==> config.mk <==
export PLATFORM = sky130hd
export DESIGN_NAME = met_queue
export DESIGN_NICKNAME = d
export VERILOG_FILES = /design/src/hw/rtl/met_pkg.sv /design/src/hw/rtl/met_queue.sv
export SDC_FILE = /design/constraint.sdc
export NUM_CORES = 1
export LEC_CHECK = 0
export BUFFER_PORTS_ARGS = -buffer_cell sky130_fd_sc_hd__buf_2
export CORE_MARGIN = 5
export CORE_UTILIZATION = 52
export DETAILED_ROUTE_END_ITERATION = 8
export GPL_ROUTABILITY_DRIVEN = 0
export PLACE_DENSITY_LB_ADDON = 0.08
export SLEW_MARGIN = 0
export SYNTH_ARGS = -nofsm -noshare
export SYNTH_HDL_FRONTEND = slang
export SYNTH_SLANG_ARGS = --single-unit
==> constraint.sdc <==
create_clock -name clk -period 6.75 [get_ports clk]
set_input_delay 1.35 -clock clk [delete_from_list [all_inputs] [get_ports clk]]
set_output_delay 1.35 -clock clk [all_outputs]
set_load 0.05 [all_outputs]
==> src/hw/rtl/met_pkg.sv <==
// ---------------------------------------------------------------------------
// met_pkg
// Shared types and constants of the escape-time pixel block.
// ---------------------------------------------------------------------------
package met_pkg;

	localparam int COL_W  = 9;
	localparam int ROW_W  = 8;
	localparam int ITER_W = 10;
	localparam int SHADE_W = 8;
	localparam int SHIFT_W = 5;
	localparam int STEP_W = 31;
	localparam int COORD_W = 32;
	localparam int ZW = 48;
	localparam int SQW = 96;
	localparam int DIV_NW = 18;

	localparam logic [SQW:0] ESC_BOUND = 97'(100000) << 56;
	localparam logic [SHADE_W-1:0] FULL_SHADE = 8'd255;

	// register indexes
	localparam logic [2:0] REG_X_LOWER = 3'd0;
	localparam logic [2:0] REG_Y_LOWER = 3'd1;
	localparam logic [2:0] REG_STEP    = 3'd2;
	localparam logic [2:0] REG_LIMIT   = 3'd3;
	localparam logic [2:0] REG_SEP     = 3'd4;

	localparam logic [COORD_W-1:0] X_LOWER_RST = 32'hDA00_0000;
	localparam logic [COORD_W-1:0] Y_LOWER_RST = 32'hEE00_0000;
	localparam logic [STEP_W-1:0]  STEP_RST    = 31'd2516582;
	localparam logic [ITER_W-1:0]  LIMIT_RST   = 10'd24;
	localparam logic [SHIFT_W-1:0] SEP_RST     = 5'd0;

	typedef struct packed {
		logic [COL_W-1:0] col;
		logic [ROW_W-1:0] row;
		logic [ZW-1:0] cx;
		logic [ZW-1:0] cy;
	} met_item_t;

endpackage

==> src/hw/rtl/met_queue.sv <==
// ---------------------------------------------------------------------------
// met_queue
// Two-entry queue between the pixel front end and the iteration engine.
// ---------------------------------------------------------------------------
module met_queue (
	input  logic clk,
	input  logic arst_n,
	input  logic push_valid,
	output logic push_ready,
	input  met_pkg::met_item_t push_item,
	output logic pop_valid,
	input  logic pop_ready,
	output met_pkg::met_item_t pop_item
);
	import met_pkg::*;

	met_item_t ent_q [2];
	logic wr_q;
	logic rd_q;
	logic [1:0] cnt_q;
	logic do_push;
	logic do_pop;

	assign push_ready = cnt_q != 2'd2;
	assign pop_valid = cnt_q != 2'd0;
	assign pop_item = ent_q[rd_q];
	assign do_push = push_valid && push_ready;
	assign do_pop = pop_valid && pop_ready;

	always_ff @(posedge clk or negedge arst_n) begin
		if (!arst_n) begin
			wr_q <= 1'b0;
			rd_q <= 1'b0;
			cnt_q <= 2'd0;
		end else begin
			if (do_push) wr_q <= !wr_q;
			if (do_pop) rd_q <= !rd_q;
			if (do_push && !do_pop) cnt_q <= cnt_q + 2'd1;
			else if (do_pop && !do_push) cnt_q <= cnt_q - 2'd1;
		end
	end

	always_ff @(posedge clk) begin
		if (do_push) ent_q[wr_q] <= push_item;
	end

endmodule

==> results.md <==
- Num CTS Buffers: 23
- Die area: 0.01920 mm2
- Row count: 47
- Hpwl dp: ~11 mm
- Cts repair resizes: 0
- I/O Pins: roughly 230
- CP Data Arrival Time: approximately 2.7 ns
- Met2 WL: approximately 8.0 mm
- Skew final: slightly above 0.009 ns
- Hold Vio Cnt, Final: 0
- First-pass GRT wire length: 24.43 mm
- DRC errors left: 0
- Final WL: 16.04 mm
- Fin crit period: just over 4 ns
- CTS tree: yes
- Status: finished clean
- Top Layer Used: met5
- Main combinational cell family by area after synthesis: multiplexers
- Avg Vias per Cell: slightly below 5
- DRT Pass-1 Iters: 4
- Post-CTS Hold Fix Bufs: 0
- GRT Util Overall: 15.90%
- Final Max Slew Viols: 0
- IO buf count: between 200 and 250
- Grt ovf: 0
- Layout net count: about 740
- Share of the synthesized area in the top cell type: between 70 and 80%
- Largest net degree at the start of global routing: 74
- Net Count, Synth: around 490
- Worst-margin pin slew: 0.9948 ns
- Number of synthesized register bits: 230
- Worst slew margin: around 34%
- Die Y: 138.6 um
- HP Class: flip-flop to flip-flop
- Clk buf depth: 3
- Top-count cell post-synth: edfxtp_1
- Final-report setup violation count: 0
- FILL cells: roughly 1200
- Compound-Gate Fraction of Synth Area: 0%
- Crit path capture type: primary output
- Routed wire per std cell: approximately 19 um
- Required @ worst endpoint: ~5.4 ns
- Post-synth EDFFs: approximately 230
- P_leak: 4.160 nW
- DRT iter0 DRCs: approximately 190
- DR WL met3: ~1.4 mm
- # H-tree levels: 1
- Post-synthesis mux area share: roughly 17%
- Flop2flop setup slack: around 4.3 ns
- Synthesized instance count: between 300 and 400
- Synth Cell Area: ~0.0086 mm2
- R2R cell count: 3
- Max Clk Rate: 0.2486 GHz
- Vias in the first global route: roughly 4500
- Syn_area_per_cell: 23.24 um2
- Crit Path Class: flip-flop to primary output
- P per Cell Area: about 520 mW/mm2
- Initial antenna violation count: 2
- RSZ-0062 raised after global routing: false
- Post-synthesis simple-gate area fraction: less than 1%
- Fin Setup TNS: 0 ns
- Synth cell types: 16
- Top_reg_cell synth: edfxtp_1
- Synth area leaders: edfxtp_1 79%, mux2_4 10%, mux2_2 6.9%
- Post-CTS setup buffer count: 0
- Root Buffer: clkbuf_16
- Post-DRT Antenna Nets: 0
- Clock sinks: 230
- Clock slew at reported path FFs: roughly 0.060 ns
- Async SR Flop Fraction: between 1.5 and 2%
- Xor and xnor area share after synthesis: less than 1%
- Max-cap violations: 0
- Die Span X: ~140 um
- Starting density of the core: roughly 52%
- Post-Synth Adder-Cell Area: less than 1%
- Post-Route Utilization: 64.86%
- Yosys Warn Count: 0
- Commonest cells post-synth: 226 x edfxtp_1, 60 x mux2_4, 53 x mux2_2, 7 x buf_6, 5 x buf_2
- Cell taking the most area after synthesis: edfxtp_1
- Sequential share of the synthesized area: around 80%
- Worst-Skew Late Latency: between 0.4 and 0.5 ns
- Via count: roughly 4200
- CP max FO: 43
- Core outline area: around 0.016 mm2
- Share of post-route cells with drive strength above 1: around three fifths
- WHS Path Cells: 1
- IR drop worst, VDD: approximately 0.32 mV
- Final Cycle Share: roughly three fifths
- WL met1: approximately 6.3 mm
- Layout area overhead: 23.78%
- CP Launch Type: flip-flop
[registers in the layout, indices dropped and copies added (netlist names)]
name   cells
ent_q    226
cnt_q      2
rd_q       1
wr_q       1
[worst max-delay path, cell delays in order (launching register included)]
cell     delay [ns]
dfrtp_4        0.92
buf_4          0.62
mux2_2         0.40
buf_2          0.21
[area by class of cell]
class                      count  area [um2]  share of cell area [%]
inverter                       1       3.754                 0.03527
sequential                   230        6890                   64.75
antenna                        1       2.502                 0.02352
clock buffer                  29       598.1                   5.620
timing repair buffer         236        1194                   11.22
clock inverter                11       77.57                  0.7290
tap                          220       275.3                   2.587
multi-input combinational    126        1600                   15.04
[placed cells by master (no fill, tap or decap), types with 2 or more instances in the layout]
| cell type | n |
|---|---|
| clkbuf_16 | 23 |
| nand2_1 | 2 |
| xnor2_1 | 3 |
| xor2_1 | 2 |
| clkinv_1 | 5 |
| clkinv_2 | 4 |
| buf_4 | 5 |
| dfrtp_1 | 3 |
| edfxtp_1 | 226 |
| clkbuf_1 | 6 |
| mux2_4 | 60 |
| buf_2 | 231 |
| mux2_2 | 53 |
[final timing paths]
check	startpoint	end
setup / recovery	rd_q$_DFFE_PN0P_	pop_item[11]
hold / removal	cnt_q[1]$_DFFE_PN0P_	cnt_q[1]$_DFFE_PN0P_
setup reg to reg	cnt_q[0]$_DFFE_PN0P_	ent_q[1][73]$_DFFE_PP_
hold reg to reg	cnt_q[1]$_DFFE_PN0P_	cnt_q[1]$_DFFE_PN0P_
max in group asynchronous	arst_n	rd_q$_DFFE_PN0P_
min in group asynchronous	arst_n	cnt_q[1]$_DFFE_PN0P_
[kinds of logic (layout without fill, tap and decap cells)]
| kind of cell | Yosys count | in the layout |
|---|---|---|
| flops | 230 | 230 |
| xor+xnor | 5 | 5 |
| buf+inv | 14 | 277 |
| other cells | 0 | 1 |
| simple gates | 7 | 7 |
| fa+ha+maj | 1 | 1 |
| mux | 113 | 113 |
[where the power goes]
| group | total [W] | internal (W) | switching [W] |
|---|---|---|---|
| sequential | 0.00210 | 0.00196 | 0.000142 |
| clock | 0.00114 | 0.000663 | 0.000481 |
| combinational | 0.00232 | 0.000687 | 0.00163 |
[layer usage]
metal	global-route usage, %	vias to the layer above
met2	26.54	169
met4	4.472	4
li1	-	1975
met3	5.724	30
met5	0	-
met1	19.79	2055
[per-stage QoR]
stage / instance area, um2 / total power [W] / setup slack, ns / cells / hold slack (ns)
after floorplan: 8597 / 0.004065 / 0.0003704 / 370 / 0.4559
after global placement: 9963 / 0.004454 / 3.207 / 813 / 0.4778
after detailed placement: 9963 / 0.004481 / 3.188 / 813 / 0.5095
after CTS: 10640 / 0.005635 / 2.646 / 853 / 0.5203
after global routing: 10640 / 0.005785 / 2.593 / 853 / 0.5566
final: 10640 / 0.005559 / 2.727 / 854 / 0.5103
Power figures use the tool's default switching activity.
