`src/hw/rtl/met_pkg.sv`:
```
// ---------------------------------------------------------------------------
// met_pkg
// Shared types and constants of the escape-time pixel block.
// ---------------------------------------------------------------------------
package met_pkg;

	localparam int COL_W  = 9;
	localparam int ROW_W  = 8;
	localparam int ITER_W = 10;
	localparam int SHADE_W = 8;
	localparam int SHIFT_W = 5;
	localparam int STEP_W = 31;
	localparam int COORD_W = 32;
	localparam int ZW = 48;
	localparam int SQW = 96;
	localparam int DIV_NW = 18;

	localparam logic [SQW:0] ESC_BOUND = 97'(100000) << 56;
	localparam logic [SHADE_W-1:0] FULL_SHADE = 8'd255;

	// register indexes
	localparam logic [2:0] REG_X_LOWER = 3'd0;
	localparam logic [2:0] REG_Y_LOWER = 3'd1;
	localparam logic [2:0] REG_STEP    = 3'd2;
	localparam logic [2:0] REG_LIMIT   = 3'd3;
	localparam logic [2:0] REG_SEP     = 3'd4;

	localparam logic [COORD_W-1:0] X_LOWER_RST = 32'hDA00_0000;
	localparam logic [COORD_W-1:0] Y_LOWER_RST = 32'hEE00_0000;
	localparam logic [STEP_W-1:0]  STEP_RST    = 31'd2516582;
	localparam logic [ITER_W-1:0]  LIMIT_RST   = 10'd24;
	localparam logic [SHIFT_W-1:0] SEP_RST     = 5'd0;

	typedef struct packed {
		logic [COL_W-1:0] col;
		logic [ROW_W-1:0] row;
		logic [ZW-1:0] cx;
		logic [ZW-1:0] cy;
	} met_item_t;

endpackage

```
`src/hw/rtl/met_if.sv`:
```


interface met_res_if;
	import met_pkg::*;
	logic valid;
	logic ready;
	logic [COL_W-1:0] out_column;
	logic [ROW_W-1:0] out_row;
	logic escaped;
	logic [ITER_W-1:0] iterations;
	logic [SHADE_W-1:0] intensity;
	logic [SHIFT_W-1:0] stereo_shift;
	modport source (output valid, out_column, out_row, escaped, iterations, intensity,
		stereo_shift, input ready);
	modport sink (input valid, out_column, out_row, escaped, iterations, intensity,
		stereo_shift, output ready);
endinterface

```
`src/hw/rtl/met_div.sv`:
```
// ---------------------------------------------------------------------------
// met_div
// Restoring divider, one quotient bit per cycle.
// ---------------------------------------------------------------------------
module met_div (
	input  logic clk,
	input  logic arst_n,
	input  logic start,
	input  logic [met_pkg::DIV_NW-1:0] num,
	input  logic [met_pkg::ITER_W-1:0] den,
	output logic done,
	output logic [met_pkg::DIV_NW-1:0] quo
);
	import met_pkg::*;

	logic busy_q;
	logic done_q;
	logic [4:0] cnt_q;
	logic [ITER_W-1:0] den_q;
	logic [ITER_W-1:0] rem_q;
	logic [DIV_NW-1:0] quo_q;
	logic [ITER_W:0] rem_sh;
	logic fit;

	assign rem_sh = {rem_q, quo_q[DIV_NW-1]};
	assign fit = rem_sh >= {1'b0, den_q};

	always_ff @(posedge clk or negedge arst_n) begin
		if (!arst_n) begin
			busy_q <= 1'b0;
			done_q <= 1'b0;
			cnt_q <= '0;
		end else begin
			done_q <= busy_q && !start && (cnt_q == 5'(DIV_NW - 1));
			if (start) begin
				busy_q <= 1'b1;
				cnt_q <= '0;
			end else if (busy_q) begin
				cnt_q <= cnt_q + 5'd1;
				if (cnt_q == 5'(DIV_NW - 1)) begin
					busy_q <= 1'b0;
				end
			end
		end
	end

	always_ff @(posedge clk) begin
		if (start) begin
			den_q <= den;
			rem_q <= '0;
			quo_q <= num;
		end else if (busy_q) begin
			rem_q <= fit ? ITER_W'(rem_sh - {1'b0, den_q}) : rem_sh[ITER_W-1:0];
			quo_q <= {quo_q[DIV_NW-2:0], fit};
		end
	end

	assign done = done_q;
	assign quo = quo_q;

endmodule

```
`src/hw/rtl/met_back.sv`:
```
// ---------------------------------------------------------------------------
// met_back
// Iteration engine: z = z*z + c on a shared 48x16 multiplier, then shading.
// ---------------------------------------------------------------------------
module met_back #(
	parameter int IterMax = 1023
) (
	input  logic clk,
	input  logic arst_n,
	input  logic pop_valid,
	output logic pop_ready,
	input  met_pkg::met_item_t pop_item,
	input  logic [met_pkg::ITER_W-1:0] iteration_limit,
	input  logic [met_pkg::SHIFT_W-1:0] stereo_half_sep,
	met_res_if.source res
);
	import met_pkg::*;

	localparam logic [2:0] S_IDLE = 3'd0;
	localparam logic [2:0] S_MUL  = 3'd1;
	localparam logic [2:0] S_UPD  = 3'd2;
	localparam logic [2:0] S_CMP  = 3'd3;
	localparam logic [2:0] S_DIV1 = 3'd4;
	localparam logic [2:0] S_DIV2 = 3'd5;
	localparam logic [2:0] S_OUT  = 3'd6;

	localparam logic [1:0] P_XY = 2'd0;
	localparam logic [1:0] P_XX = 2'd1;
	localparam logic [1:0] P_YY = 2'd2;

	logic [2:0] state_q;
	logic [1:0] sel_q;
	logic [1:0] cnt_q;
	logic [ITER_W-1:0] k_q;
	logic [ITER_W-1:0] lim_q;
	logic [ITER_W-1:0] lim_c;
	logic [ZW-1:0] cx_q, cy_q, x_q, y_q;
	logic [SQW-1:0] xx_q, yy_q, acc_q;
	logic [SQW:0] xy_q;
	logic [63:0] prod_s1;
	logic [ZW-1:0] ma, mb, mx, my;
	logic [15:0] slice;
	logic [SQW-1:0] add_term, acc_next;
	logic [SQW:0] diff, mag_sum;
	logic go_q;
	logic div_done;
	logic [DIV_NW-1:0] div_num, div_quo;

	logic [COL_W-1:0] col_q;
	logic [ROW_W-1:0] row_q;
	logic esc_q;
	logic [SHADE_W-1:0] shade_q;
	logic [SHIFT_W-1:0] shift_q;

	assign lim_c = (int'(iteration_limit) > IterMax) ? ITER_W'(IterMax) : iteration_limit;

	assign mx = x_q[ZW-1] ? -x_q : x_q;
	assign my = y_q[ZW-1] ? -y_q : y_q;
	assign ma = (sel_q == P_YY) ? my : mx;
	assign mb = (sel_q == P_XX) ? mx : my;

	always_comb begin
		case (cnt_q)
			2'd0: slice = mb[15:0];
			2'd1: slice = mb[31:16];
			default: slice = mb[47:32];
		endcase
		case (cnt_q)
			2'd1: add_term = {32'b0, prod_s1};
			2'd2: add_term = {16'b0, prod_s1, 16'b0};
			2'd3: add_term = {prod_s1, 32'b0};
			default: add_term = '0;
		endcase
	end

	assign acc_next = acc_q + add_term;
	assign diff = {1'b0, xx_q} - {1'b0, yy_q};
	assign mag_sum = {1'b0, xx_q} + {1'b0, yy_q};
	assign pop_ready = state_q == S_IDLE;
	assign div_num = (state_q == S_DIV1) ? DIV_NW'(k_q) * DIV_NW'(255)
		: DIV_NW'(stereo_half_sep) * DIV_NW'(lim_q - k_q);

	met_div u_div (
		.clk(clk),
		.arst_n(arst_n),
		.start(go_q),
		.num(div_num),
		.den(lim_q),
		.done(div_done),
		.quo(div_quo)
	);

	always_ff @(posedge clk or negedge arst_n) begin
		if (!arst_n) begin
			state_q <= S_IDLE;
			sel_q <= P_XY;
			cnt_q <= '0;
			go_q <= 1'b0;
		end else begin
			// start the divider on escape and again for the stereo shift
			go_q <= ((state_q == S_CMP) && (mag_sum > ESC_BOUND))
				|| ((state_q == S_DIV1) && div_done);
			case (state_q)
				S_IDLE: begin
					if (pop_valid) begin
						sel_q <= P_XY;
						cnt_q <= '0;
						state_q <= (lim_c == '0) ? S_OUT : S_MUL;
					end
				end
				S_MUL: begin
					cnt_q <= cnt_q + 2'd1;
					if (cnt_q == 2'd3) begin
						case (sel_q)
							P_XY: state_q <= S_UPD;
							P_XX: begin
								sel_q <= P_YY;
							end
							default: state_q <= S_CMP;
						endcase
					end
				end
				S_UPD: begin
					sel_q <= P_XX;
					state_q <= S_MUL;
				end
				S_CMP: begin
					sel_q <= P_XY;
					if (mag_sum > ESC_BOUND) begin
						state_q <= S_DIV1;
					end else if (k_q + 10'd1 == lim_q) begin
						state_q <= S_OUT;
					end else begin
						state_q <= S_MUL;
					end
				end
				S_DIV1: begin
					if (div_done) begin
						state_q <= S_DIV2;
					end
				end
				S_DIV2: begin
					if (div_done) state_q <= S_OUT;
				end
				S_OUT: begin
					if (res.ready) state_q <= S_IDLE;
				end
				default: state_q <= S_IDLE;
			endcase
		end
	end

	always_ff @(posedge clk) begin
		case (state_q)
			S_IDLE: begin
				col_q <= pop_item.col;
				row_q <= pop_item.row;
				cx_q <= pop_item.cx;
				cy_q <= pop_item.cy;
				lim_q <= lim_c;
				x_q <= '0;
				y_q <= '0;
				xx_q <= '0;
				yy_q <= '0;
				k_q <= '0;
				esc_q <= 1'b0;
				shade_q <= FULL_SHADE;
				shift_q <= '0;
			end
			S_MUL: begin
				prod_s1 <= ma * {32'b0, slice};
				acc_q <= (cnt_q == 2'd0) ? '0 : acc_next;
				if (cnt_q == 2'd3) begin
					case (sel_q)
						P_XY: xy_q <= (x_q[ZW-1] ^ y_q[ZW-1]) ? -{1'b0, acc_next}
							: {1'b0, acc_next};
						P_XX: xx_q <= acc_next;
						default: yy_q <= acc_next;
					endcase
				end
			end
			S_UPD: begin
				// floor shift of the exact value, then wrap to 48 bits
				x_q <= diff[75:28] + cx_q;
				y_q <= xy_q[74:27] + cy_q;
			end
			S_CMP: begin
				if (mag_sum > ESC_BOUND) begin
					esc_q <= 1'b1;
				end else begin
					k_q <= k_q + 10'd1;
				end
			end
			S_DIV1: begin
				if (div_done) shade_q <= div_quo[SHADE_W-1:0];
			end
			S_DIV2: begin
				if (div_done) shift_q <= div_quo[SHIFT_W-1:0];
			end
			default: begin
			end
		endcase
	end

	assign res.valid = state_q == S_OUT;
	assign res.out_column = col_q;
	assign res.out_row = row_q;
	assign res.escaped = esc_q;
	assign res.iterations = k_q;
	assign res.intensity = shade_q;
	assign res.stereo_shift = shift_q;

`ifndef SYNTHESIS
	a_inside_shade: assert property (@(posedge clk) disable iff (!arst_n)
		(res.valid && !res.escaped) |-> (res.intensity == FULL_SHADE && res.stereo_shift == '0))
		else $error("non-escaped word with shading");
	a_k_bound: assert property (@(posedge clk) disable iff (!arst_n)
		(state_q == S_MUL || state_q == S_UPD || state_q == S_CMP) |-> (k_q < lim_q))
		else $error("iteration count past limit");
	a_div_state: assert property (@(posedge clk) disable iff (!arst_n)
		div_done |-> (state_q == S_DIV1 || state_q == S_DIV2))
		else $error("divider done outside shading");
	a_go_enter: assert property (@(posedge clk) disable iff (!arst_n)
		go_q |-> (state_q == S_DIV1 || state_q == S_DIV2))
		else $error("divider start outside shading");
`endif

endmodule

```
`src/flat_wrapper.sv`:
```
// flat-port wrapper written by rule: the top's interface ports become plain ports
module met_back_flat import met_pkg::*;
#(
	parameter int IterMax = 1023
)
  (clk, arst_n, pop_valid, pop_ready, pop_item, iteration_limit, stereo_half_sep, res_valid, res_out_column, res_out_row, res_escaped, res_iterations, res_intensity, res_stereo_shift, res_ready);
  met_res_if res_i ();
  input  logic clk;
  input  logic arst_n;
  input  logic pop_valid;
  output logic pop_ready;
  input  met_pkg::met_item_t pop_item;
  input  logic [met_pkg::ITER_W-1:0] iteration_limit;
  input  logic [met_pkg::SHIFT_W-1:0] stereo_half_sep;
  output wire logic [$bits(res_i.valid)-1:0] res_valid;
  output wire logic [$bits(res_i.out_column)-1:0] res_out_column;
  output wire logic [$bits(res_i.out_row)-1:0] res_out_row;
  output wire logic [$bits(res_i.escaped)-1:0] res_escaped;
  output wire logic [$bits(res_i.iterations)-1:0] res_iterations;
  output wire logic [$bits(res_i.intensity)-1:0] res_intensity;
  output wire logic [$bits(res_i.stereo_shift)-1:0] res_stereo_shift;
  input wire logic [$bits(res_i.ready)-1:0] res_ready;
  assign res_valid = res_i.valid;
  assign res_out_column = res_i.out_column;
  assign res_out_row = res_i.out_row;
  assign res_escaped = res_i.escaped;
  assign res_iterations = res_i.iterations;
  assign res_intensity = res_i.intensity;
  assign res_stereo_shift = res_i.stereo_shift;
  assign res_i.ready = res_ready;
  met_back #(.IterMax(IterMax)) u_core (.clk(clk), .arst_n(arst_n), .pop_valid(pop_valid), .pop_ready(pop_ready), .pop_item(pop_item), .iteration_limit(iteration_limit), .stereo_half_sep(stereo_half_sep), .res(res_i));
endmodule
```
`config.mk`:
```
export PLATFORM = sky130hd
export DESIGN_NAME = met_back_flat
export DESIGN_NICKNAME = d
export VERILOG_FILES = /design/src/hw/rtl/met_pkg.sv /design/src/hw/rtl/met_if.sv /design/src/hw/rtl/met_div.sv /design/src/hw/rtl/met_back.sv /design/src/flat_wrapper.sv
export SDC_FILE = /design/constraint.sdc
export NUM_CORES = 2
export LEC_CHECK = 0
export BUFFER_PORTS_ARGS = -buffer_cell sky130_fd_sc_hd__buf_4
export CAP_MARGIN = 20
export CORE_ASPECT_RATIO = 1.2
export CORE_MARGIN = 4
export CORE_UTILIZATION = 45
export DETAILED_ROUTE_END_ITERATION = 10
export GPL_ROUTABILITY_DRIVEN = 0
export HOLD_SLACK_MARGIN = 0.03
export SYNTH_ARGS = -nofsm -noshare
export SYNTH_HDL_FRONTEND = slang
export SYNTH_HIERARCHICAL = 1
export SYNTH_SLANG_ARGS = --single-unit
```
`constraint.sdc`:
```
create_clock -name clk -period 14.05 [get_ports clk]
set_input_delay 4.215 -clock clk [delete_from_list [all_inputs] [get_ports clk]]
set_output_delay 4.215 -clock clk [all_outputs]
set_load 0.02 [all_outputs]
```
==> results.ini <==
[global_routing]
via_count_of_the_first_global_routing_pass = 66310
wire_length_of_the_first_global_routing_pass_um = 404400
grt_max_degree = 87
number_of_antenna_violations_at_the_first_check_in_global_routing = 20
gr-total-overflow = 0
groute.usage.overall = 0.2902

[status]
status = finished, violations left
violated_checks = design-rule violations

[routing]
postRouteAntennaNets = 0
avgRoutedWirePerCell_um = 24.18
detail_route.wirelength_um = 269200
post-route-drc-count = 20
post_drt_via_cell_ratio = 6.025
firstDrtPassIters = 11
via_count = 67090
drt_iter0_drc = 6690

[worst_setup_path]
critPathTopFamily = compound AO/OA/AOI/OAI gates
cp_data_required_time_ps = 14480
crit_cells = 36
critPathMaxFanout = 13
worst_path_largest_cell_delay_ps = 680
arrival_ps = 13110
timing.critical_path.mode_cell = sky130_fd_sc_hd__fa_1
crit_path_start_kind = register
cpMaxStageDelayCell = sky130_fd_sc_hd__nor4_1
setup.worst_path.class = register to register
r2r_cells = 36
critical_path.endpoint_type = register
cp.buffers_inverters = 2

[layout]
layout.nets = 10220
fillerInstances = 16530
seqCellArea_um2 = 20720
post_route_cells_drive_above_1_share = 0.06554
syn2layout_area_growth_pct = 7.980
multi_input_comb_area_um2 = 53250

[clock_network]
clock_insertion_delay_worst_skew_ps = 700
postCtsSetupBuffers = 0
tritoncts = done
clock_sink_count = 696
cts_hold_repair.buffers = 0
clk_pin_slew_worst_paths_ps = 60
cts_made_buffers = 79
max-clock-path-buffers = 3
clock_tree.root_cell = sky130_fd_sc_hd__clkbuf_16
cts.htree.levels = 3
ctsResizeCount = 0

[placed_design]
hpwl_um = 214700
pre_cts_slack_ps = 1597
io_buffer_count = 174

[sta]
setup_tns_after_final_layout_ps = 0
slew_headroom = 0.2252
clock-skew-final_ps = 38.56
maxSlewViolCount = 0
final_critical_path_setup_slack_ps = 1364
setup_viol = 0
max_freq_mhz = 78.83
finalHoldViolCount = 0
hold-worst-slack_ps = 491.8
period_share = 0.9029
timing.final.crit_period_ps = 12690
unrepaired_setup_endpoints_after_global_routing = false
tightest_slew_ps = 1140

[floorplan]
rows = 168
core_um2 = 175100
die_y_um = 468.0
initial_utilization = 0.4533
num_io_pins = 175
dieWidth_um = 391.4
die_area_um2 = 183200

[run]
maxCapViolCount = 0

[synth]
ys_types = 115
synth_largest_type_area_fraction = 0.2539
netlist_instances = 8763
postSynthNetCount = 10220
number_of_flops_mapped_to_enable_cells_by_yosys = 671
synth_area_per_cell_um2 = 9.057
ys_seq_area_frac = 0.2611
yosysMostFrequentCell = sky130_fd_sc_hd__inv_1
yosys_warnings = 6
async_s_r_ff_share_synth = 0.02155
synth.cell_area_um2 = 79360
ys_ff_latch = 696
ys_top_cells_by_count = sky130_fd_sc_hd__inv_1, sky130_fd_sc_hd__nand2_1, sky130_fd_sc_hd__nor2_1
synth_top_flop_cell = sky130_fd_sc_hd__edfxtp_1
ys_top_cells_by_area = sky130_fd_sc_hd__edfxtp_1, sky130_fd_sc_hd__fa_1, sky130_fd_sc_hd__ha_1
most_area_hungry_cell_type_in_the_yosys_netlist = sky130_fd_sc_hd__edfxtp_1

[worst_hold_path]
holdCritPathClass = register to register
min_delay_path_depth = 2

[metrics by stage]
stage | area (um^2) | instances | util
after global placement | 83150 | 10980 | 0.4749
after detailed placement | 83160 | 10980 | 0.4749
final | 85700 | 11140 | 0.4894
after CTS | 85670 | 11130 | 0.4893
after global routing | 85690 | 11130 | 0.4894
after floorplan | 79360 | 8763 | -
[final cells by class]
cell class              count  share of cell area
diodes                      6           0.0001752
clock buffers              95             0.02402
clock inverters            48            0.005344
inverters                1089             0.04782
multi-input cells        6611              0.6214
flip-flops and latches    696              0.2418
well taps                2295             0.03351
repair buffers            295             0.02593
[worst register-to-register path, delay by kind of cell, from the launching register on]
kind | cells | cell delay, ps
AND/OR/NAND/NOR | 13 | 3770
adder cells (fa/ha/maj) | 7 | 3600
XOR/XNOR | 2 | 290
buffers and inverters | 2 | 100
flip-flops | 1 | 430
AO/OA/AOI/OAI | 12 | 4290
[path summary, 6_finish.rpt]
path	slack, ps	end	start
worst max-delay path	1360	u_core/prod_s1[63]	u_core/y_q[8]
worst min-delay path	490	u_core/u_div/rem_q[2]	u_core/u_div/rem_q[2]
worst max register to register	1360	u_core/prod_s1[63]	u_core/y_q[8]
worst min register to register	490	u_core/u_div/rem_q[2]	u_core/u_div/rem_q[2]
max in group asynchronous	10440	u_core/u_div/cnt_q[4]	arst_n
min in group asynchronous	3400	u_core/sel_q[0]	arst_n
[cells in the final DEF, fill, tap and decap left out, drive strengths merged, types with 62 or more instances in the layout]
cell type     n
o21bai       76
o31ai        92
nor4         89
and2        192
xnor2       277
nand3       142
nand4        81
ha          598
mux2i        79
nor2b       127
or3          65
o21a         62
inv        1100
fa          722
xor2        194
nor2        770
a21o        231
nor3        134
a21oi       520
a31oi        68
buf         293
o21ai       295
nand2b      107
edfxtp      671
and3         62
nand2       975
clkbuf       97
[routing by layer]
metal,track usage,up-vias,part of all wire
li1,-,30090,-
met1,0.3549,32900,0.38
met2,0.4717,3319,0.46
met3,0.06657,757,0.095
met4,0.1661,20,0.068
met5,0.001318,-,0.00057
[sequential cells by signal, indices dropped and copies added, names as in the netlist, 8 cells and up]
name,cells
u_core/y_q,48
u_core/res.out_column,9
u_core/xx_q,96
u_core/acc_q,96
u_core/cx_q,48
u_core/res.intensity,8
u_core/prod_s1,64
u_core/res.out_row,8
u_core/x_q,48
u_core/xy_q,48
u_core/u_div/quo,18
u_core/res.iterations,10
u_core/yy_q,96
u_core/lim_q,10
u_core/u_div/den_q,10
u_core/cy_q,48
u_core/u_div/rem_q,10
[logic make-up (layout without fill, tap and decap cells)]
group	after synthesis	in the layout	share of synthesized area
AO/OA/AOI/OAI	1824	1824	0.1542
XOR/XNOR	471	471	0.05198
adder cells (fa/ha/maj)	1320	1320	0.2764
buffers and inverters	1456	1527	0.07085
flip-flops	696	696	0.2611
multiplexers	103	103	0.01337
other	0	6	0
AND/OR/NAND/NOR	2893	2893	0.1721
Power is not shown: default switching activity piles up to over one toggle a cycle in this logic, so the estimate is an artifact.
