$ cat config.mk
export PLATFORM = sky130hd
export DESIGN_NAME = met_front_flat
export DESIGN_NICKNAME = d
export VERILOG_FILES = /design/src/hw/rtl/met_pkg.sv /design/src/hw/rtl/met_if.sv /design/src/hw/rtl/met_front.sv /design/src/flat_wrapper.sv
export SDC_FILE = /design/constraint.sdc
export NUM_CORES = 1
export LEC_CHECK = 0
export BUFFER_PORTS_ARGS = -buffer_cell sky130_fd_sc_hd__buf_4
export CAP_MARGIN = 20
export CORE_ASPECT_RATIO = 2
export CORE_MARGIN = 1.5
export CORE_UTILIZATION = 46
export DETAILED_ROUTE_END_ITERATION = 16
export HOLD_SLACK_MARGIN = 0.06
export PLACE_DENSITY_LB_ADDON = 0.05
export SLEW_MARGIN = 30
export SYNTH_ARGS = -nofsm -noshare
export SYNTH_HDL_FRONTEND = slang
export SYNTH_SLANG_ARGS = --single-unit
$ cat constraint.sdc
create_clock -name clk -period 9.2 [get_ports clk]
set_clock_uncertainty 0.05 [all_clocks]
set_input_delay 0.92 -clock clk [delete_from_list [all_inputs] [get_ports clk]]
set_output_delay 0.92 -clock clk [all_outputs]
set_load 0.05 [all_outputs]
$ cat src/hw/rtl/met_pkg.sv
// ---------------------------------------------------------------------------
// met_pkg
// Shared types and constants of the escape-time pixel block.
// ---------------------------------------------------------------------------
package met_pkg;

	localparam int COL_W  = 9;
	localparam int ROW_W  = 8;
	localparam int ITER_W = 10;
	localparam int SHADE_W = 8;
	localparam int SHIFT_W = 5;
	localparam int STEP_W = 31;
	localparam int COORD_W = 32;
	localparam int ZW = 48;
	localparam int SQW = 96;
	localparam int DIV_NW = 18;

	localparam logic [SQW:0] ESC_BOUND = 97'(100000) << 56;
	localparam logic [SHADE_W-1:0] FULL_SHADE = 8'd255;

	// register indexes
	localparam logic [2:0] REG_X_LOWER = 3'd0;
	localparam logic [2:0] REG_Y_LOWER = 3'd1;
	localparam logic [2:0] REG_STEP    = 3'd2;
	localparam logic [2:0] REG_LIMIT   = 3'd3;
	localparam logic [2:0] REG_SEP     = 3'd4;

	localparam logic [COORD_W-1:0] X_LOWER_RST = 32'hDA00_0000;
	localparam logic [COORD_W-1:0] Y_LOWER_RST = 32'hEE00_0000;
	localparam logic [STEP_W-1:0]  STEP_RST    = 31'd2516582;
	localparam logic [ITER_W-1:0]  LIMIT_RST   = 10'd24;
	localparam logic [SHIFT_W-1:0] SEP_RST     = 5'd0;

	typedef struct packed {
		logic [COL_W-1:0] col;
		logic [ROW_W-1:0] row;
		logic [ZW-1:0] cx;
		logic [ZW-1:0] cy;
	} met_item_t;

endpackage

$ cat src/hw/rtl/met_if.sv
// ---------------------------------------------------------------------------
// met_if
// Pixel and result channels with valid/ready handshake.
// ---------------------------------------------------------------------------
interface met_px_if;
	import met_pkg::*;
	logic valid;
	logic ready;
	logic [COL_W-1:0] column;
	logic [ROW_W-1:0] row;
	modport source (output valid, column, row, input ready);
	modport sink (input valid, column, row, output ready);
endinterface


$ cat src/hw/rtl/met_front.sv
// ---------------------------------------------------------------------------
// met_front
// Takes a pixel word, wraps column and row, and forms the point c.
// ---------------------------------------------------------------------------
module met_front #(
	parameter int MaxCols = 512,
	parameter int MaxRows = 256
) (
	input  logic clk,
	input  logic arst_n,
	met_px_if.sink pix,
	input  logic [met_pkg::COORD_W-1:0] x_lower,
	input  logic [met_pkg::COORD_W-1:0] y_lower,
	input  logic [met_pkg::STEP_W-1:0] pixel_step,
	output logic push_valid,
	input  logic push_ready,
	output met_pkg::met_item_t push_item
);
	import met_pkg::*;

	logic v_s1;
	logic [COL_W-1:0] col_s1;
	logic [ROW_W-1:0] row_s1;
	logic [COL_W-1:0] col_red;
	logic [ROW_W-1:0] row_red;
	logic [39:0] xprod;
	logic [39:0] yprod;

	// wrap by repeated conditional subtraction of shifted moduli
	always_comb begin
		col_red = pix.column;
		for (int s = COL_W - 1; s >= 0; s--) begin
			if (int'(col_red) >= (MaxCols << s)) begin
				col_red = col_red - COL_W'(MaxCols << s);
			end
		end
		row_red = pix.row;
		for (int s = ROW_W - 1; s >= 0; s--) begin
			if (int'(row_red) >= (MaxRows << s)) begin
				row_red = row_red - ROW_W'(MaxRows << s);
			end
		end
	end

	assign pix.ready = !v_s1 || push_ready;

	always_ff @(posedge clk or negedge arst_n) begin
		if (!arst_n) begin
			v_s1 <= 1'b0;
		end else if (pix.ready) begin
			v_s1 <= pix.valid;
		end
	end

	always_ff @(posedge clk) begin
		if (pix.valid && pix.ready) begin
			col_s1 <= col_red;
			row_s1 <= row_red;
		end
	end

	assign xprod = 40'(col_s1) * 40'(pixel_step);
	assign yprod = 40'(row_s1) * 40'(pixel_step);

	assign push_valid = v_s1;
	assign push_item.col = col_s1;
	assign push_item.row = row_s1;
	assign push_item.cx = {{(ZW-COORD_W){x_lower[COORD_W-1]}}, x_lower} + {8'b0, xprod};
	assign push_item.cy = {{(ZW-COORD_W){y_lower[COORD_W-1]}}, y_lower} + {8'b0, yprod};

endmodule

$ cat src/flat_wrapper.sv
// flat-port wrapper written by rule: the top's interface ports become plain ports
module met_front_flat import met_pkg::*;
#(
	parameter int MaxCols = 512,
	parameter int MaxRows = 256
)
  (clk, arst_n, x_lower, y_lower, pixel_step, push_valid, push_ready, push_item, pix_valid, pix_column, pix_row, pix_ready);
  met_px_if pix_i ();
  input  logic clk;
  input  logic arst_n;
  input  logic [met_pkg::COORD_W-1:0] x_lower;
  input  logic [met_pkg::COORD_W-1:0] y_lower;
  input  logic [met_pkg::STEP_W-1:0] pixel_step;
  output logic push_valid;
  input  logic push_ready;
  output met_pkg::met_item_t push_item;
  input wire logic [$bits(pix_i.valid)-1:0] pix_valid;
  input wire logic [$bits(pix_i.column)-1:0] pix_column;
  input wire logic [$bits(pix_i.row)-1:0] pix_row;
  output wire logic [$bits(pix_i.ready)-1:0] pix_ready;
  assign pix_i.valid = pix_valid;
  assign pix_i.column = pix_column;
  assign pix_i.row = pix_row;
  assign pix_ready = pix_i.ready;
  met_front #(.MaxCols(MaxCols), .MaxRows(MaxRows)) u_core (.clk(clk), .arst_n(arst_n), .pix(pix_i), .x_lower(x_lower), .y_lower(y_lower), .pixel_step(pixel_step), .push_valid(push_valid), .push_ready(push_ready), .push_item(push_item));
endmodule
==> key figures, run 1 <==
Die
  – Row cnt: 111
  – Die area: 47800 sq um
  – Die Height: 308 um
  – Chip width: roughly 160 um
  – IO Pins: between 200 and 250
  – Core ar.: around 46000 sq um
  – Starting Density: 0.466

Synthesis
  – Syn Inst Count: approximately 2500
  – Synth unique cells: 64
  – Synth Register Bits: 18
  – Synth Net Count: 3259
  – Number of synthesized flops with an enable pin: 17
  – Syn Area/Cell: 8.38 sq um
  – Mapped cell area: 21300 sq um
  – Top_reg_cell synth: edfxtp_1
  – Sequential-to-total area share from yosys stat: 0.0251
  – Async set-reset flop share out of synthesis: 0.0556
  – Synth Warn #: 0

Status
  – Outcome: finished clean

CTS
  – CTS tree: done
  – Clock slew at reported path FFs: 0.06 ns
  – Clock root buffer: clkbuf_16
  – # clock sinks: 18
  – Max Buffers Root-to-Sink: 2
  – CTS buffer count: 3
  – Worst-Skew Late Latency: 0.27 ns
  – CTS H-tree lvls: 1
  – Hold_buf cts: 0

Place
  – Hpwl dp: about 47000 um
  – GP Congestion: 0.859
  – PortBufs: 230
  – Placed instance area: between 20000 and 25000 sq um

Finish
  – Nets: 3425
  – Design area: 24000 sq um
  – Syn-to-layout area delta: 12.3%
  – Layout cells sized above 1: 0.119

Critical path
  – CP Class: input port to output port
  – CP Launch Type: input port
  – CP max stage delay: 0.55 ns
  – Most used cell along the critical path: fa_1
  – CP max stage cell: fa_1
  – Worst r2r path cells: 2
  – WP data arrival: 7.93 ns
  – Crit path required time: 8.23 ns
  – CP max FO: 17
  – Endpoint class of the critical path: output port

Drt
  – DRT antenna net count: 0
  – Via density: 5.43
  – Pre-Repair DR Iteration Count: 5
  – DRC viols: 0
  – Routed len/inst: between 15 and 20 um
  – Routed WL: 57000 um
  – Iteration-0 DRC count of the detailed router: 739
  – Vias: 17800

Global route
  – Vias in the first global route: between 15000 and 20000
  – Gr usage total: 0.241
  – First-pass GRT wire length: roughly 92000 um
  – Initial antenna violation count: 0
  – Congestion Overflow GR: 0
  – Pin count of the biggest net entering global routing: 33

STA
  – Final setup viols: 0
  – Hold Violations, Final: 0
  – Tmin final: slightly below 9 ns
  – Worst hold margin: around 0.36 ns
  – Slew margin rel.: 0.352
  – Worst-margin pin slew: 0.972 ns
  – Fmax: 112 MHz
  – Fin. max-slew vios: 0
  – Post-route clock period utilization: 0.967

Min path
  – HP Class: input port to async pin

Job
  – Max cap viols: 0
[registers in the layout (all words and copies together) (netlist names)]
register           flops
u_core.col_s1          9
u_core.push_valid      1
u_core.row_s1          8
[per-layer routing]
layer  up-vias  track usage  wire, um
met5         -            0         0
li1       8353            -         -
met2       373        0.497     33400
met1      8981        0.250     20000
met4         0       0.0664      1770
met3       100       0.0222      1900
[cell usage after synthesis, types with 20 or more instances]
master | instances | share of area
ha_1 | 216 | 0.13
o21a_1 | 21 | 0.0074
inv_1 | 449 | 0.079
o21bai_1 | 24 | 0.0084
nand3_1 | 23 | 0.0054
fa_1 | 380 | 0.36
xor2_1 | 50 | 0.021
a21oi_1 | 131 | 0.031
nand2_1 | 231 | 0.041
clkbuf_1 | 99 | 0.017
nor2_1 | 66 | 0.012
and2_1 | 370 | 0.11
o21ai_0 | 70 | 0.016
xnor2_1 | 89 | 0.037
and3_1 | 20 | 0.0059
a21o_1 | 95 | 0.033
[cell type report]
cell class	instances	area, sq um
repair buffers	273	2160
multi-input cells	1968	18800
clock buffers	4	88.8
flip-flops and latches	18	536
inverters	449	1690
fillers	4498	21900
diodes	1	2.50
well taps	565	707
[per-stage QoR]
stage	cells	util	worst slack [ns]	setup TNS, ns
after floorplan	2547	-	0.114	0
after global placement	3255	0.513	0.134	0
after detailed placement	3255	0.513	0.0393	0
after CTS	3260	0.515	-0.00217	-0.00714
after global routing	3277	0.523	-0.0315	-0.240
final	3278	0.523	0.302	0
[worst max-delay path: cells and delay by family]
family / cells / cell delay, ns
fa+ha+maj: 6 / 2.78
compound gates: 12 / 2.51
xor+xnor: 2 / 0.29
simple gates: 5 / 0.76
buf+inv: 5 / 0.63
[layout by cell type (no fill, tap or decap), drive strengths merged, types with 20 or more instances in the layout]
cell type  synthesis  routed
inv              449     449
fa               380     380
and2             370     370
buf               13     273
nand2            231     231
ha               216     216
a21oi            132     132
a21o              95      95
xnor2             89      89
o21ai             74      74
nor2              66      66
xor2              50      50
o21bai            24      24
nand3             23      23
o21a              21      21
and3              20      20
[kinds of logic after synthesis]
family | synth area share
adders and majority gates | 0.483
buffers and inverters | 0.101
and+or+nand+nor | 0.197
muxes | 0.000469
DFF | 0.0251
xor gates and xnor gates | 0.0570
AOI/OAI and AO/OA | 0.136
[path summary, 6_finish.rpt]
| kind | from | endpoint | slack, ns |
|---|---|---|---|
| worst max-delay path | pixel_step[8] | push_item[43] | 0.30 |
| worst min-delay path | arst_n | u_core.push_valid | 0.36 |
| worst max register to register | u_core.push_valid | u_core.col_s1[2] | 7.48 |
| worst min register to register | u_core.push_valid | u_core.push_valid | 0.52 |
| max in group asynchronous | arst_n | u_core.push_valid | 8.66 |
| min in group clk | u_core.push_valid | u_core.push_valid | 0.52 |
[what timing repair did]
| item | CTS | global route |
|---|---|---|
| resized for setup | 0 | 53 |
| setup buffers | 1 | 17 |
| endpoints found under the setup margin | 8 | 32 |
| pin swaps | 0 | 16 |
Power of run 1 is left out: the tool's default activity adds up to more than one toggle a clock period on the data nets, which glitch-free logic cannot reach.
==> inputs of run 2 (changes only) <==
- CORE_UTILIZATION: 46 -> 30
==> run 2 against run 1 <==
Compared with the run above: routed wire length is 13% higher; largest cell class unchanged; worst setup slack got worse by 0.0038 ns; die area grew 52%; via count fell by 0.34%; sequential share of layout area shrank 0.057 points; register-to-register slack is essentially flat; first-iteration DRC count shrank 33%; final cell count up 11%.
==> key figures, run 2 (synthesized netlist as in run 1, its figures left out) <==
CTS
  – CTS tree: done
  – CTS buffer count: 3 (unchanged)
  – # clock sinks: 18 (unchanged)
  – Max Buffers Root-to-Sink: 2 (unchanged)
  – Clock slew at reported path FFs: 0.06 ns (about the same)
  – Clock root buffer: clkbuf_16
  – CTS H-tree lvls: 1 (unchanged)
  – Worst-Skew Late Latency: 0.26 ns (about the same)

Die
  – Die Height: 380 um (+24%)
  – Starting Density: 0.302 (-0.163)
  – Chip width: 192 um (+23%)
  – Core ar.: 70600 sq um (+54%)
  – IO Pins: 231 (unchanged)
  – Die area: 72800 sq um (+52%)
  – Row cnt: 138 (+24%)

Global route
  – GR peak layer: met2
  – Vias in the first global route: 19800 (+2.3%)
  – Congestion Overflow GR: 0 (unchanged)
  – Met3 Resource Use GR: 0.0148 (-0.00739)
  – Pin count of the biggest net entering global routing: 33 (unchanged)
  – Initial antenna violation count: 3 (+3)
  – GR Layer Usage met2: 0.384 (-0.113)
  – M1 GR Usage: 0.187 (-0.0637)
  – First-pass GRT wire length: 103000 um (+12%)
  – Gr usage total: 0.180 (-0.0605)

STA
  – Worst-margin pin slew: 0.994 ns (+0.0219 ns)
  – Fin. max-slew vios: 0 (unchanged)
  – Tmin final: 8.90 ns (+0.00381 ns)
  – Hold Violations, Final: 0 (unchanged)
  – Post-route clock period utilization: 0.968 (about the same)
  – Slew margin rel.: 0.337 (-0.0146)
  – Final setup viols: 0 (unchanged)
  – Fmax: 112 MHz (about the same)

Finish
  – Most frequent cells in the layout: inv_1, fa_1, and2_1
  – Largest reg by FF count: u_core.col_s1
  – Nets: 3445 (+0.58%)
  – Max FFs per register: 9 (unchanged)
  – Fill count: 7581 (+69%)
  – Layout cells sized above 1: 0.126 (+0.00645)
  – Syn-to-layout area delta: 15.3%
  – FF+latch area: 536 sq um (unchanged)
  – Area of the multi-input gates: 18800 sq um (about the same)
  – Design area: 24600 sq um (+2.6%)
  – Most common cell after layout, fill and taps aside: inv_1

Min path
  – HP Class: input port to async pin

Place
  – Placed instance area: 24100 sq um (+2.6%)
  – PortBufs: 230 (unchanged)
  – Hpwl dp: 54500 um (+15%)
  – GP Congestion: 0.842 (-2.0%)

Drt
  – Routed WL: 64500 um (+13%)
  – Iteration-0 DRC count of the detailed router: 492 (-33%)
  – DRC viols: 0 (unchanged)
  – Routed len/inst: 17.7 um (+1.7%)
  – Vias: 17700 (-0.34%)
  – DRT antenna net count: 0 (unchanged)
  – Via density: 4.87 (-10%)
  – Pre-Repair DR Iteration Count: 4 (-1)

Critical path
  – Crit path required time: 8.23 ns (about the same)
  – CP max FO: 17 (unchanged)
  – WP data arrival: 7.93 ns (about the same)
  – CP Launch Type: input port
  – Endpoint class of the critical path: output port
  – CP max stage cell: fa_1
  – CP Class: input port to output port
  – CP max stage delay: 0.59 ns (+0.04 ns)
  – Most used cell along the critical path: fa_1

Job
  – Max cap viols: 0 (unchanged)

Status
  – Outcome: finished clean
## run 2: cell types whose count changed in the layout (fill, tap and decap cells not counted), sizes merged
cell	delta
buf	+20
## run 2: area by class of cell
type	count	area share
Antenna cell	1	0.000102
Tap cell	910	0.0463
Clock buffer	4	0.00361
Sequential cell	18	0.0218
Timing Repair Buffer	293	0.0957
Inverter	449	0.0685
Multi-Input combinational cell	1968	0.764
## run 2: what timing repair did
action / in CTS / in global routing
setup buffers: 7 / 12
resized for setup: 1 / 50
hold buffers: 0 / 0
setup endpoints to repair: 9 / 29
endpoints found under the hold margin: 0 / 0
pin swaps: 0 / 16
## run 2: per-layer routing
| metal | up-vias | wire length (um) |
|---|---|---|
| met5 | - | 27 |
| met1 | 9053 | 23100 |
| met4 | 4 | 792 |
| li1 | 8390 | - |
| met3 | 41 | 1650 |
| met2 | 259 | 38900 |
## run 2: worst paths after layout
check | cells past startpoint | to | from | slack (ns)
worst max-delay path | 30 | push_item[43] | pixel_step[3] | 0.30
worst min-delay path | 1 | u_core.push_valid | arst_n | 0.37
worst max register to register | 2 | u_core.col_s1[3] | u_core.push_valid | 7.49
worst min register to register | 2 | u_core.push_valid | u_core.push_valid | 0.50
max in group asynchronous | 1 | u_core.push_valid | arst_n | 8.65
min in group clk | 2 | u_core.push_valid | u_core.push_valid | 0.50
## run 2: stage by stage
step | hold WS [ns] | setup WS [ns] | instances | setup TNS [ns] | utilization
4_1_cts | 0.362 | 0.0141 | 3630 | 0 | 0.344
3_5_place_dp | 0.491 | 0.0237 | 3619 | 0 | 0.341
2_1_floorplan | 0.574 | 0.114 | 2547 | 0 | -
3_3_place_gp | 0.469 | -0.0142 | 3619 | -0.0142 | 0.341
5_1_grt | 0.357 | -0.102 | 3643 | -0.784 | 0.348
6_report | 0.371 | 0.298 | 3643 | 0 | 0.348
## run 2: worst max-delay path, delay by kind of cell
family / cells / cell delay [ns]
buffers and inverters: 5 / 0.55
AND/OR/NAND/NOR: 6 / 0.73
adder cells (fa/ha/maj): 6 / 2.79
XOR/XNOR: 2 / 0.38
AO/OA/AOI/OAI: 11 / 2.56
Power of run 2 is left out for the same reason.
==> inputs of run 3 (changes only) <==
--- a/constraint.sdc
+++ b/constraint.sdc
@@ -4,2 +4,2 @@
 set_output_delay 0.92 -clock clk [all_outputs]
-set_load 0.05 [all_outputs]
+set_load 0.005 [all_outputs]
==> run 3 against run 2 <==
Compared with the run above: final area fell by 0.91%; critical path depth grew 1; worst setup slack better by 0.040 ns; first-iteration DRC count up 19%.
==> key figures, run 3 (synthesized netlist as in run 1, its figures left out) <==
Status
  – Outcome: finished clean

Drt
  – Via density: 4.88 (+0.13%)
  – Routed WL: 62900 um (-2.4%)
  – Vias: 17700 (-0.11%)
  – DRC viols: 0 (unchanged)
  – Routed len/inst: 17.3 um (-2.2%)
  – Pre-Repair DR Iteration Count: 4 (unchanged)
  – DRT antenna net count: 0 (unchanged)
  – Iteration-0 DRC count of the detailed router: 585 (+19%)

Place
  – PortBufs: 230 (unchanged)
  – GP Congestion: 0.849 (+0.82%)
  – Hpwl dp: 53200 um (-2.4%)
  – Pre-CTS setup slack: 0.148 ns (+0.125 ns)

Die
  – Chip width: 192 um (unchanged)
  – Core ar.: 70600 sq um (unchanged)
  – Starting Density: 0.302 (unchanged)
  – IO Pins: 231 (unchanged)
  – Die Height: 380 um (unchanged)
  – Die area: 72800 sq um (unchanged)
  – Row cnt: 138 (unchanged)

Critical path
  – Endpoint class of the critical path: output port
  – CP Class: input port to output port
  – CP max stage cell: fa_1
  – CP max FO: 17 (unchanged)
  – Most used cell along the critical path: fa_1
  – WP data arrival: 7.89 ns (-0.04 ns)
  – Worst r2r path cells: 2 (unchanged)
  – CP max stage delay: 0.54 ns (-0.05 ns)
  – CP Launch Type: input port
  – Crit path required time: 8.23 ns (about the same)

STA
  – Worst hold margin: 0.369 ns (-0.00218 ns)
  – Worst-margin pin slew: 0.851 ns (-0.143 ns)
  – Post-route clock period utilization: 0.963 (-0.00435)
  – Setup WS post-layout: 0.338 ns (+0.0400 ns)
  – Fmax: 113 MHz (+0.45%)
  – Tmin final: 8.86 ns (-0.0400 ns)
  – Final setup viols: 0 (unchanged)
  – Hold Violations, Final: 0 (unchanged)
  – Fin. max-slew vios: 0 (unchanged)
  – Slew margin rel.: 0.433 (+0.0953)

Global route
  – Vias in the first global route: 19700 (-0.78%)
  – Pin count of the biggest net entering global routing: 33 (unchanged)
  – Gr usage total: 0.176 (-0.00404)
  – First-pass GRT wire length: 101000 um (-1.8%)
  – Congestion Overflow GR: 0 (unchanged)
  – Initial antenna violation count: 1 (-2)

CTS
  – Worst-Skew Late Latency: 0.26 ns (about the same)
  – CTS tree: done
  – Hold_buf cts: 0 (unchanged)
  – Clock slew at reported path FFs: 0.06 ns (about the same)
  – CTS H-tree lvls: 1 (unchanged)
  – Max Buffers Root-to-Sink: 2 (unchanged)
  – Clock root buffer: clkbuf_16
  – CTS buffer count: 3 (unchanged)
  – # clock sinks: 18 (unchanged)

Finish
  – Layout Utilization: 0.345 (-0.00315)
  – Most frequent cells in the layout: inv_1, fa_1, and2_1
  – ANT cells: 0 (-1)
  – Max FFs per register: 9 (unchanged)
  – Fill count: 7492 (-1.2%)
  – Nets: 3437 (-0.23%)
  – Syn-to-layout area delta: 14.2%
  – Most common cell after layout, fill and taps aside: inv_1
  – Largest reg by FF count: u_core.col_s1
  – Layout cells sized above 1: 0.121 (-0.00477)

Min path
  – HP Class: input port to async pin

Job
  – Max cap viols: 0 (unchanged)
[run 3: changes by cell type in the layout (fill, tap and decap cells not counted), moves of 2 or more]
cell,delta
buf_6,-15
xnor2_4,-2
buf_12,-4
buf_4,+11
xnor2_2,+3
[run 3: layout make-up]
type,count,area (sq um),share of cell area
Clock buffer,4,88.8,0.00364
Inverter,449,1690,0.0691
Multi-Input combinational cell,1968,18700,0.769
Sequential cell,18,536,0.0220
Tap cell,910,1140,0.0467
Timing Repair Buffer,285,2190,0.0898
[run 3: worst max-delay path, delay by kind of cell]
kind            cells  cell delay (ns)
xor+xnor            2             0.29
compound gates     11             2.59
fa+ha+maj           6             2.68
simple gates        6             0.78
buf+inv             6             0.62
[run 3: metrics by stage]
stage	setup TNS [ns]	cell area (sq um)	instances
floorplan	0	21300	2547
global placement	0	24000	3612
detailed placement	0	24000	3612
CTS	0	24100	3617
global route	-0.00440	24400	3634
finish	0	24400	3634
[run 3: worst paths after layout]
| path | startpoint | to | slack [ns] |
|---|---|---|---|
| max | pixel_step[4] | push_item[43] | 0.34 |
| min | arst_n | u_core.push_valid | 0.37 |
| max reg2reg | u_core.push_valid | u_core.col_s1[1] | 7.80 |
| min reg2reg | u_core.push_valid | u_core.push_valid | 0.50 |
| max in group asynchronous | arst_n | u_core.push_valid | 8.65 |
| min in group clk | u_core.push_valid | u_core.push_valid | 0.50 |
[run 3: metal layers]
layer	up-vias	wire length [um]	global-route usage
li1	8383	-	-
met1	9050	22500	0.183
met2	263	38300	0.380
met3	29	1580	0.0122
met4	2	473	0.0135
met5	-	14	0
[run 3: what timing repair did]
| item | in CTS | in global routing |
|---|---|---|
| buffers inserted | 1 | 17 |
| pin swaps | 0 | 8 |
| gates resized for setup | 0 | 25 |
| setup endpoints to repair | 10 | 26 |
Power of run 3 is left out for the same reason.
